[src/hdl/sidx_pkg.sv]
// Shared types and constants for the segment index box parser.
package sidx_pkg;

    localparam logic [1:0] KIND_ENTRY   = 2'd0;
    localparam logic [1:0] KIND_SUMMARY = 2'd1;
    localparam logic [1:0] KIND_ERROR   = 2'd2;

    localparam logic [1:0] STATUS_OK    = 2'd0;
    localparam logic [1:0] STATUS_SHORT = 2'd1;
    localparam logic [1:0] STATUS_ZERO  = 2'd2;

    localparam logic [3:0] POS_COUNT = 4'd7;
    localparam logic [3:0] POS_ENTRY = 4'd8;

    localparam logic [19:0] US_PER_S = 20'd1000000;

    localparam int QUOT_W = 64;
    localparam int CNT_W  = 7;

    typedef struct packed {
        logic [31:0] word;
        logic        last_word;
    } in_item_t;

    typedef struct packed {
        logic [1:0]  kind;
        logic [30:0] entry_size;
        logic [63:0] duration_us;
        logic        sub_index;
        logic        sap_ok;
        logic [31:0] reference_id;
        logic [31:0] time_scale;
        logic [63:0] earliest_time;
        logic [63:0] first_offset;
        logic [1:0]  status;
        logic        run_end;
    } out_item_t;

    // Divider request: dividend and divisor.
    typedef struct packed {
        logic [63:0] dividend;
        logic [31:0] divisor;
    } div_req_t;

endpackage

[src/hdl/sidx_scale.sv]
// Bit-serial multiply by one million (shift-add, one multiplier bit a cycle).
module sidx_scale (
    input  logic                clk,
    input  logic                rst_n,
    input  logic                start,
    input  logic [63:0]         value,
    output logic                done,
    output logic [63:0]         product
);
    import sidx_pkg::*;

    logic [19:0] mult_reg, mult_next;
    logic [63:0] addend_reg, addend_next;
    logic [63:0] acc_reg, acc_next;
    logic [4:0]  cnt_reg, cnt_next;
    logic        busy_reg, busy_next;
    logic        done_reg, done_next;

    always_comb
    begin
        mult_next   = mult_reg;
        addend_next = addend_reg;
        acc_next    = acc_reg;
        cnt_next    = cnt_reg;
        busy_next   = busy_reg;
        done_next   = 1'b0;
        if (start)
        begin
            mult_next   = US_PER_S;
            addend_next = value;
            acc_next    = '0;
            cnt_next    = 5'd0;
            busy_next   = 1'b1;
        end
        else if (busy_reg)
        begin
            if (mult_reg[0])
                acc_next = acc_reg + addend_reg;
            addend_next = {addend_reg[62:0], 1'b0};
            mult_next   = {1'b0, mult_reg[19:1]};
            cnt_next    = cnt_reg + 5'd1;
            if (cnt_reg == 5'd19)
            begin
                busy_next = 1'b0;
                done_next = 1'b1;
            end
        end
    end

    always_ff @(posedge clk or negedge rst_n)
    begin
        if (!rst_n)
        begin
            busy_reg <= 1'b0;
            done_reg <= 1'b0;
            cnt_reg  <= '0;
        end
        else
        begin
            busy_reg <= busy_next;
            done_reg <= done_next;
            cnt_reg  <= cnt_next;
        end
    end

    always_ff @(posedge clk)
    begin
        mult_reg   <= mult_next;
        addend_reg <= addend_next;
        acc_reg    <= acc_next;
    end

    assign done    = done_reg;
    assign product = acc_reg;
endmodule

[src/hdl/sidx_div.sv]
// Restoring bit-serial divider, 64-bit dividend by 32-bit divisor, one bit a cycle.
module sidx_div (
    input  logic                clk,
    input  logic                rst_n,
    input  logic                start,
    input  sidx_pkg::div_req_t  req,
    output logic                done,
    output logic [63:0]         quotient
);
    import sidx_pkg::*;

    logic [63:0]     quo_reg, quo_next;
    logic [32:0]     rem_reg, rem_next;
    logic [31:0]     dvs_reg, dvs_next;
    logic [CNT_W-1:0] cnt_reg, cnt_next;
    logic            busy_reg, busy_next;
    logic            done_reg, done_next;
    logic [32:0]     trial;
    logic [32:0]     shifted;

    always_comb
    begin
        quo_next  = quo_reg;
        rem_next  = rem_reg;
        dvs_next  = dvs_reg;
        cnt_next  = cnt_reg;
        busy_next = busy_reg;
        done_next = 1'b0;
        shifted   = {rem_reg[31:0], quo_reg[63]};
        trial     = shifted - {1'b0, dvs_reg};
        if (start)
        begin
            quo_next  = req.dividend;
            rem_next  = '0;
            dvs_next  = req.divisor;
            cnt_next  = '0;
            busy_next = 1'b1;
        end
        else if (busy_reg)
        begin
            if (!trial[32])
            begin
                rem_next = trial;
                quo_next = {quo_reg[62:0], 1'b1};
            end
            else
            begin
                rem_next = shifted;
                quo_next = {quo_reg[62:0], 1'b0};
            end
            cnt_next = cnt_reg + 1'b1;
            if (cnt_reg == CNT_W'(QUOT_W - 1))
            begin
                busy_next = 1'b0;
                done_next = 1'b1;
            end
        end
    end

    always_ff @(posedge clk or negedge rst_n)
    begin
        if (!rst_n)
        begin
            busy_reg <= 1'b0;
            done_reg <= 1'b0;
            cnt_reg  <= '0;
        end
        else
        begin
            busy_reg <= busy_next;
            done_reg <= done_next;
            cnt_reg  <= cnt_next;
        end
    end

    always_ff @(posedge clk)
    begin
        quo_reg <= quo_next;
        rem_reg <= rem_next;
        dvs_reg <= dvs_next;
    end

    assign done     = done_reg;
    assign quotient = quo_reg;
endmodule

[src/hdl/segment_index_box_parser.sv]
// Top level of the segment index box parser.
//
//  channel | direction | handshake           | payload
//  --------+-----------+---------------------+----------------------------
//  in      | in        | in_valid / in_stall  | sidx_pkg::in_item_t
//  out     | out       | out_valid / out_stall| sidx_pkg::out_item_t
//
// Header words are taken while the parser is idle. A reference entry's third
// word starts a serial multiply by one million and then a serial divide; the
// summary needs another multiply and divide. The parser takes no new word
// until these finish. Reset clears the parser state but not the entry's SAP
// flag or the result register. One result register sits at the output; a
// stalled result holds, and the parser takes no new word until every result
// of the current word is gone.
module segment_index_box_parser (
    input  logic                 clk,
    input  logic                 rst_n,
    input  logic                 in_valid,
    output logic                 in_stall,
    input  sidx_pkg::in_item_t   in_data,
    output logic                 out_valid,
    input  logic                 out_stall,
    output sidx_pkg::out_item_t  out_data
);
    import sidx_pkg::*;

    typedef enum logic [3:0] {
        S_IDLE, S_ENT_MUL, S_ENT_DIV, S_ENT_OUT,
        S_SUM_START, S_SUM_MUL, S_SUM_DIV, S_SUM_OUT, S_ERR_OUT
    } state_t;

    state_t      state_reg, state_next;
    logic [3:0]  pos_reg, pos_next;
    logic [7:0]  ver_reg, ver_next;
    logic [31:0] ref_id_reg, ref_id_next;
    logic [31:0] scale_reg, scale_next;
    logic [63:0] pres_reg, pres_next;
    logic [63:0] offs_reg, offs_next;
    logic [15:0] left_reg, left_next;
    logic [31:0] size_w_reg, size_w_next;
    logic [31:0] dur_w_reg, dur_w_next;
    logic [47:0] sum_reg, sum_next;
    logic        done_reg, done_next;
    logic        last_reg, last_next;      // word in flight had last_word
    logic        sap_reg, sap_next;
    logic        ovalid_reg, ovalid_next;
    out_item_t   out_reg, out_next;

    logic        mul_start, mul_done;
    logic [63:0] mul_value, mul_prod;
    logic        div_start, div_done;
    div_req_t    div_req;
    logic [63:0] div_quo;
    logic        take, out_free;
    logic [2:0]  sap_type;
    out_item_t   blank;

    sidx_scale u_scale (
        .clk(clk), .rst_n(rst_n), .start(mul_start), .value(mul_value),
        .done(mul_done), .product(mul_prod)
    );

    sidx_div u_div (
        .clk(clk), .rst_n(rst_n), .start(div_start), .req(div_req),
        .done(div_done), .quotient(div_quo)
    );

    assign out_free  = !ovalid_reg || !out_stall;
    assign in_stall  = (state_reg != S_IDLE) || !out_free;
    assign take      = in_valid && !in_stall;
    assign out_valid = ovalid_reg;
    assign out_data  = out_reg;
    assign sap_type  = in_data.word[30:28];

    always_comb
    begin
        state_next  = state_reg;
        pos_next    = pos_reg;
        ver_next    = ver_reg;
        ref_id_next = ref_id_reg;
        scale_next  = scale_reg;
        pres_next   = pres_reg;
        offs_next   = offs_reg;
        left_next   = left_reg;
        size_w_next = size_w_reg;
        dur_w_next  = dur_w_reg;
        sum_next    = sum_reg;
        done_next   = done_reg;
        last_next   = last_reg;
        sap_next    = sap_reg;
        out_next    = out_reg;
        ovalid_next = ovalid_reg && out_stall;
        mul_start   = 1'b0;
        mul_value   = {32'd0, dur_w_reg};
        div_start   = 1'b0;
        div_req.dividend = mul_prod;
        div_req.divisor  = scale_reg;
        blank       = '0;

        unique case (state_reg)
            S_IDLE:
            begin
                if (take)
                begin
                    last_next = in_data.last_word;
                    if (!done_reg)
                    begin
                        unique case (pos_reg)
                            4'd0:
                            begin
                                ver_next = in_data.word[31:24];
                                pos_next = 4'd1;
                            end
                            4'd1:
                            begin
                                ref_id_next = in_data.word;
                                pos_next    = 4'd2;
                            end
                            4'd2:
                            begin
                                scale_next = in_data.word;
                                pos_next   = 4'd3;
                            end
                            4'd3:
                            begin
                                pres_next = (ver_reg == 8'd0) ? {32'd0, in_data.word}
                                                              : {in_data.word, 32'd0};
                                pos_next  = 4'd4;
                            end
                            4'd4:
                            begin
                                if (ver_reg == 8'd0)
                                begin
                                    offs_next = {32'd0, in_data.word};
                                    pos_next  = POS_COUNT;
                                end
                                else
                                begin
                                    pres_next = {pres_reg[63:32], in_data.word};
                                    pos_next  = 4'd5;
                                end
                            end
                            4'd5:
                            begin
                                offs_next = {in_data.word, 32'd0};
                                pos_next  = 4'd6;
                            end
                            4'd6:
                            begin
                                offs_next = {offs_reg[63:32], in_data.word};
                                pos_next  = POS_COUNT;
                            end
                            POS_COUNT:
                            begin
                                left_next = in_data.word[15:0];
                                if (in_data.word[15:0] == 16'd0)
                                    state_next = S_SUM_START;
                                else
                                    pos_next = POS_ENTRY;
                            end
                            POS_ENTRY:
                            begin
                                size_w_next = in_data.word;
                                pos_next    = POS_ENTRY + 4'd1;
                            end
                            POS_ENTRY + 4'd1:
                            begin
                                dur_w_next = in_data.word;
                                pos_next   = POS_ENTRY + 4'd2;
                            end
                            default:
                            begin
                                sap_next  = in_data.word[31] &&
                                            (sap_type == 3'd1 || sap_type == 3'd2);
                                mul_start = 1'b1;
                                state_next = S_ENT_MUL;
                            end
                        endcase
                    end
                    else if (in_data.last_word)
                    begin
                        // Trailing words end: restart quietly.
                        pos_next  = '0; ver_next = '0; ref_id_next = '0;
                        scale_next = '0; pres_next = '0; offs_next = '0;
                        left_next = '0; size_w_next = '0; dur_w_next = '0;
                        sum_next  = '0; done_next = 1'b0;
                    end
                    if (!done_reg && in_data.last_word && pos_reg != POS_COUNT
                        && pos_reg < POS_ENTRY + 4'd2)
                        state_next = S_ERR_OUT;
                    else if (!done_reg && in_data.last_word && pos_reg == POS_COUNT
                             && in_data.word[15:0] != 16'd0)
                        state_next = S_ERR_OUT;
                end
            end
            S_ENT_MUL:
            begin
                if (mul_done)
                begin
                    div_start  = 1'b1;
                    state_next = S_ENT_DIV;
                end
            end
            S_ENT_DIV:
            begin
                if (div_done)
                    state_next = S_ENT_OUT;
            end
            S_ENT_OUT:
            begin
                if (out_free)
                begin
                    out_next            = blank;
                    out_next.kind       = KIND_ENTRY;
                    out_next.entry_size = size_w_reg[30:0];
                    out_next.sub_index  = size_w_reg[31];
                    out_next.sap_ok     = sap_reg;
                    if (scale_reg == 32'd0)
                        out_next.status = STATUS_ZERO;
                    else
                        out_next.duration_us = div_quo;
                    ovalid_next = 1'b1;
                    sum_next    = sum_reg + {16'd0, dur_w_reg};
                    left_next   = left_reg - 16'd1;
                    if (left_reg == 16'd1)
                        state_next = S_SUM_START;
                    else
                    begin
                        pos_next = POS_ENTRY;
                        if (last_reg)
                            state_next = S_ERR_OUT;
                        else
                        begin
                            state_next = S_IDLE;
                            out_next.run_end = 1'b1;
                        end
                    end
                end
            end
            S_SUM_START:
            begin
                mul_value  = {16'd0, sum_reg};
                mul_start  = 1'b1;
                state_next = S_SUM_MUL;
            end
            S_SUM_MUL:
            begin
                if (mul_done)
                begin
                    div_start  = 1'b1;
                    state_next = S_SUM_DIV;
                end
            end
            S_SUM_DIV:
            begin
                if (div_done)
                    state_next = S_SUM_OUT;
            end
            S_SUM_OUT:
            begin
                if (out_free)
                begin
                    out_next               = blank;
                    out_next.reference_id  = ref_id_reg;
                    out_next.time_scale    = scale_reg;
                    out_next.earliest_time = pres_reg;
                    out_next.first_offset  = offs_reg;
                    out_next.run_end       = 1'b1;
                    if (scale_reg == 32'd0)
                    begin
                        out_next.kind   = KIND_ERROR;
                        out_next.status = STATUS_ZERO;
                    end
                    else
                    begin
                        out_next.kind        = KIND_SUMMARY;
                        out_next.duration_us = div_quo;
                    end
                    ovalid_next = 1'b1;
                    done_next   = 1'b1;
                    state_next  = S_IDLE;
                    if (last_reg)
                    begin
                        // Box closes on its last word: restart.
                        pos_next  = '0; ver_next = '0; ref_id_next = '0;
                        scale_next = '0; pres_next = '0; offs_next = '0;
                        left_next = '0; size_w_next = '0; dur_w_next = '0;
                        sum_next  = '0; done_next = 1'b0;
                    end
                end
            end
            S_ERR_OUT:
            begin
                if (out_free)
                begin
                    out_next         = blank;
                    out_next.kind    = KIND_ERROR;
                    out_next.status  = STATUS_SHORT;
                    out_next.run_end = 1'b1;
                    ovalid_next      = 1'b1;
                    state_next       = S_IDLE;
                    pos_next  = '0; ver_next = '0; ref_id_next = '0;
                    scale_next = '0; pres_next = '0; offs_next = '0;
                    left_next = '0; size_w_next = '0; dur_w_next = '0;
                    sum_next  = '0; done_next = 1'b0;
                end
            end
            default:
            begin
                state_next = S_IDLE;
            end
        endcase
    end

    always_ff @(posedge clk or negedge rst_n)
    begin
        if (!rst_n)
        begin
            state_reg  <= S_IDLE;
            pos_reg    <= '0;
            ver_reg    <= '0;
            ref_id_reg <= '0;
            scale_reg  <= '0;
            pres_reg   <= '0;
            offs_reg   <= '0;
            left_reg   <= '0;
            size_w_reg <= '0;
            dur_w_reg  <= '0;
            sum_reg    <= '0;
            done_reg   <= 1'b0;
            last_reg   <= 1'b0;
            ovalid_reg <= 1'b0;
        end
        else
        begin
            state_reg  <= state_next;
            pos_reg    <= pos_next;
            ver_reg    <= ver_next;
            ref_id_reg <= ref_id_next;
            scale_reg  <= scale_next;
            pres_reg   <= pres_next;
            offs_reg   <= offs_next;
            left_reg   <= left_next;
            size_w_reg <= size_w_next;
            dur_w_reg  <= dur_w_next;
            sum_reg    <= sum_next;
            done_reg   <= done_next;
            last_reg   <= last_next;
            ovalid_reg <= ovalid_next;
        end
    end

    always_ff @(posedge clk)
    begin
        sap_reg <= sap_next;
        out_reg <= out_next;
    end
endmodule

[config.mk]
export PLATFORM = sky130hd
export DESIGN_NAME = segment_index_box_parser
export DESIGN_NICKNAME = d
export VERILOG_FILES = /design/src/hdl/sidx_pkg.sv /design/src/hdl/sidx_scale.sv /design/src/hdl/sidx_div.sv /design/src/hdl/segment_index_box_parser.sv
export SDC_FILE = /design/constraint.sdc
export NUM_CORES = 2
export LEC_CHECK = 0
export BUFFER_PORTS_ARGS = -buffer_cell sky130_fd_sc_hd__buf_2
export CORE_UTILIZATION = 50
export CTS_CLUSTER_SIZE = 25
export DETAILED_ROUTE_END_ITERATION = 7
export HOLD_SLACK_MARGIN = 0.12
export PLACE_DENSITY = 0.68
export RECOVER_POWER = 50
export SYNTH_ARGS = -nofsm -noshare
export SYNTH_HDL_FRONTEND = slang
export SYNTH_SLANG_ARGS = --single-unit
[constraint.sdc]
create_clock -name clk -period 36.7 [get_ports clk]
set_input_delay 1.835 -clock clk [delete_from_list [all_inputs] [get_ports clk]]
set_output_delay 1.835 -clock clk [all_outputs]
set_load 0.01 [all_outputs]
Word level (Yosys, flattened, before mapping)
Index checks and enable logic that the tools add are counted.
{"block": "op_classes", "n_addsub": 6, "magnitude_cmp": 1, "n_eq_ne": 56, "n_mux": 132, "bitwise_logic": 2, "n_reduce_logical": 51}
{"operator": "64-bit 2-to-1 mux", "count": 15}
{"operator": "294-bit 2-to-1 mux", "count": 3}
{"operator": "294-bit one-hot mux with 3 select lines", "count": 1}
{"operator": "32-bit 2-to-1 mux", "count": 18}
{"operator": "64-bit one-hot mux with 3 select lines", "count": 3}
{"operator": "48-bit 2-to-1 mux", "count": 8}
{"operator": "32-bit one-hot mux with 3 select lines", "count": 4}
{"operator": "48-bit one-hot mux with 4 select lines", "count": 1}
{"operator": "16-bit 2-to-1 mux", "count": 8}
{"operator": "64-bit one-hot mux with 2 select lines", "count": 1}
{"operator": "4-bit 2-to-1 mux", "count": 21}
{"operator": "64-bit adder", "count": 1}
{"operator": "16-bit one-hot mux with 4 select lines", "count": 1}
{"operator": "8-bit 2-to-1 mux", "count": 7}
{"operator": "48-bit by 32-bit adder with 48-bit output", "count": 1}
{"operator": "4-bit one-hot mux with 10 select lines", "count": 1}
{"operator": "8-bit AND reduction", "count": 5}
{"operator": "7-bit AND reduction", "count": 5}
{"operator": "33-bit by 32-bit subtractor with 33-bit output", "count": 1}
{"operator": "4-bit by 3-bit equality test with 1-bit output (second input constant)", "count": 8}
{"operator": "32-bit logical NOT", "count": 1}
{"operator": "4-bit one-hot mux with 8 select lines", "count": 1}
{"operator": "1-bit 2-to-1 mux", "count": 27}
{"operator": "8-bit one-hot mux with 3 select lines", "count": 1}
{"operator": "48 further kinds", "count": 105}
{"block": "totals", "reg_bits": 926, "inputBits": 37, "word_cells": 288}

Logic depth before layout (Yosys ltp)
{"block": "logic_depth", "word_depth": 9, "depth_mapped": 14, "depth_no_buf": 13}

By module
Synthesis repeated with hierarchy kept, for this count alone.
{"block": "unflattened", "hier_cells": 4084, "area_unflattened_um2": 44172.4}
{"module": "segment_index_box_parser", "instances": 1, "cells_each": 2380, "area_per_inst_um2": 27068.5, "seq_area_each_um2": 17341.6}
{"module": "sidx_scale", "instances": 1, "cells_each": 1055, "area_per_inst_um2": 9665.5, "seq_area_each_um2": 3778.6}
{"module": "sidx_div", "instances": 1, "cells_each": 649, "area_per_inst_um2": 7438.4, "seq_area_each_um2": 3748.6}

Worst setup path after synthesis
Ideal clock, no wire load.
{"block": "synth_path", "kind": "input to register", "from": "input port out_stall", "to": "register out_reg (netlist bit out_data[0]) (enable)", "setup_time_ps": 1050, "t_arrival_ps": 16128, "slack_ps": 19521, "stages": 2, "n_path_buf": 0, "path_cell_list": "and2_1 a21oi_1"}
{"block": "synth_via", "elab_chain_len": 4, "elab_cells_between_ends": 6}
{"element": "from (decl)", "line_no": "segment_index_box_parser.sv:22", "source": "input logic out_stall,"}
{"element": "1-bit logical NOT *", "line_no": "segment_index_box_parser.sv:68", "source": "assign out_free = !ovalid_reg || !out_stall;"}
{"element": "1-bit logical OR *", "line_no": "segment_index_box_parser.sv:68"}
{"element": "2-bit inequality test (no source line)"}
{"element": "4-bit AND reduction (no source line) *"}
{"element": "to (signal assigned)", "line_no": "segment_index_box_parser.sv:356", "source": "out_reg <= out_next;"}
{"element": "to (decl)", "line_no": "segment_index_box_parser.sv:47", "source": "out_item_t out_reg, out_next;"}
Mark *: on every way between the ends. The rest lies on a longest branch, timed or not.
A chain may end at the register's enable or synchronous reset.

==> results_dict.tcl <==
set metrics [dict create \
    status "finished, violations left" \
    failed_checks "max-capacitance violations, max-slew violations" \
    final_common_cell "nand2_1" \
    tightest_slew_ns 5.79 \
    grt_pass1_vias 29900 \
    path_max_fanout 99 \
    p_sw_share_pct 40.4 \
    wirelength_mm 120 \
    cts-resized-gates 0 \
    pwr-share-comb_pct 38.4 \
    p_leak_nw 19.9 \
    slowest_delay_ns 3.89 \
    detail_route.wl_per_cell_um 21.2 \
    drtIter0Drc 3084 \
    slew_headroom_pct -286 \
    ys.flop_type "edfxtp_1" \
    finalSetupTns_ns 0 \
    hp-class "reg2reg" \
    ir_drop_uv 55.4 \
    coreArea_mm2 0.0857 \
    cp-start-kind "input port" \
    grt_pass1_wl_mm 182 \
    antenna_left 0 \
    cellInternalPower_mw 2.70 \
    p_clk_share_pct 22.1 \
    hpwl_mm 81.0 \
    clk_transition_reported_paths_ns 0.06 \
    ys_top_cells_by_area "edfxtp_1 31%, dfrtp_1 20%, nand2_1 7.0%" \
    grt_antenna_before_repair 1 \
    die_width_um 297 \
    grt_overflow 0 \
    port_buffers 332 \
    rsz0062_at_grt "false" \
    fin_total_pwr_mw 4.53 \
    area_growth_pct 12.5 \
    post_drt_via_cell_ratio 5.73 \
    synth_edf_count 455 \
    syn_nets 4366 \
    root_buffer "clkbuf_16" \
    path_cells "clkbuf_1 -> clkbuf_1" \
    slew_viol_final 853 \
    ys_seq_elements 926 \
    slowest_stage "clkbuf_1" \
    arrival_ns 8.90 \
    post-cts-setup-buffers 0 \
    cellPowerDensity_mw_per_mm2 92.5 \
    post-route-min-period_ns 9.03 \
    switching_power_mw 1.83 \
    grt_max_degree 158 \
    synth_top_cell_by_area "edfxtp_1" \
    die_area_mm2 0.0883 \
    numCtsBuffers 95 \
    cp_common_cell "clkbuf_1" \
    syn_area_per_cell_um2 10.4 \
    layout-drive-gt1-share_pct 6.39 \
    fin_worst_skew_ns 0.0410 \
    place_congestion 0.907 \
    synth.top_cell.area_share_pct 31.4 \
    htreeDepth 3 \
    power_frac_seq_pct 39.5 \
    mostFrequentLayoutCells "813 x nand2_1, 455 x edfxtp_1, 359 x o21ai_0, 355 x dfrtp_1, 327 x clkbuf_1" \
    cts_tree "done" \
    max_freq_mhz 111 \
    start_util_pct 50.8 \
    grt_usage_pct 26.5 \
    ios 333 \
    end_kind "asynchronous set/reset pin" \
    cap_violations 12 \
    finalHoldViolations 0 \
    largest_reg_flops 294 \
    cts_hold_buf 0 \
    fp-row-count 107 \
    cp_num_buf_inv 2 \
    seq_area_frac_synth_pct 57.1 \
    syn_area_mm2 0.0436 \
    required_ns 36.57 \
    drt-pass1-iter-count 8 \
    crit_type "in2async" \
    clock_path_buffers 3 \
    yosysWarnings 0 \
    nets 4594 \
    drc 0 \
    vias 32400 \
    synth_cell_types 97 \
    setup_viol 0 \
    clkSinkCount 926 \
    crit_family "buffers and inverters" \
    die_h_um 297 \
    clock_latency_ns 0.67 \
    fin_crit_sh_pct 24.6 \
    synthCells 4195 \
    async_flop_share_pct 38.3 \
]
[power by group through the flow]
stage / logic [mW] / clock network, mW / registers, mW
final: 1.74 / 1.00 / 1.79
after floorplan: 1.23 / 0 / 1.81
after detailed placement: 1.75 / 0 / 1.80
after global routing: 1.92 / 1.06 / 1.82
after CTS: 1.76 / 1.01 / 1.78
after global placement: 1.72 / 0 / 1.80
[kinds of logic after synthesis]
logic type               Yosys count  share of synthesized area [%]
AO/OA/AOI/OAI                    998                           14.2
XOR/XNOR                         118                           2.42
adder cells (fa/ha/maj)          134                           3.90
buffers and inverters            321                           2.95
flip-flops                       926                           57.1
multiplexers                      79                           1.82
AND/OR/NAND/NOR                 1619                           17.6
[synthesized netlist by cell type, types with 27 or more instances]
master,count
nand2b_1,27
a21o_1,77
nand3_1,82
nor2_1,150
xor2_1,55
o31ai_1,117
inv_1,75
xnor2_1,62
nand4_1,52
and3_1,50
ha_1,131
nor3_1,56
dfrtp_1,355
nand2_1,815
mux2i_1,78
edfxtp_1,455
and2_1,287
dfxtp_1,116
clkbuf_1,212
a21oi_1,215
o21ai_0,359
[layer usage]
metal / global-route usage [%] / vias up / routed length (um)
met5: 0 / - / 0
met1: 39.2 / 15600 / 54200
met3: 3.46 / 221 / 8040
li1: - / 15400 / -
met4: 9.29 / 0 / 4460
met2: 40.2 / 1129 / 52900
[area by class of cell]
| type | count | area (um^2) |
|---|---|---|
| Sequential cell | 926 | 24900 |
| Fill cell | 7490 | 36700 |
| Clock inverter | 47 | 596 |
| Multi-Input combinational cell | 2948 | 17500 |
| Antenna cell | 1 | 2.50 |
| Timing Repair Buffer | 376 | 1600 |
| Clock buffer | 132 | 2660 |
| Tap cell | 1144 | 1430 |
| Inverter | 76 | 287 |
[worst paths after layout]
path	cells after the start	to	slack, ns	startpoint
max in group clk	7	out_data[228]	28.50	state_reg[3]
min in group asynchronous	1	ref_id_reg[19]	3.25	rst_n
max reg2reg	7	out_data[228]	28.50	state_reg[3]
min	2	offs_reg[30]	0.47	offs_reg[30]
max	2	pres_reg[55]	27.67	rst_n
min reg2reg	2	offs_reg[30]	0.47	offs_reg[30]
[through the flow]
step	cells	util, %	instance area (um^2)	worst slack, ns	hold slack, ns
2_1_floorplan	4195	-	43600	19.52	0.440
3_3_place_gp	5470	53.9	46200	32.10	0.450
3_5_place_dp	5470	53.9	46200	32.07	0.458
4_1_cts	5649	57.7	49400	32.03	0.471
5_1_grt	5650	57.2	49000	26.03	0.485
6_report	5650	57.2	49000	27.67	0.467
No activity file was read; power rests on OpenSTA's default activity.
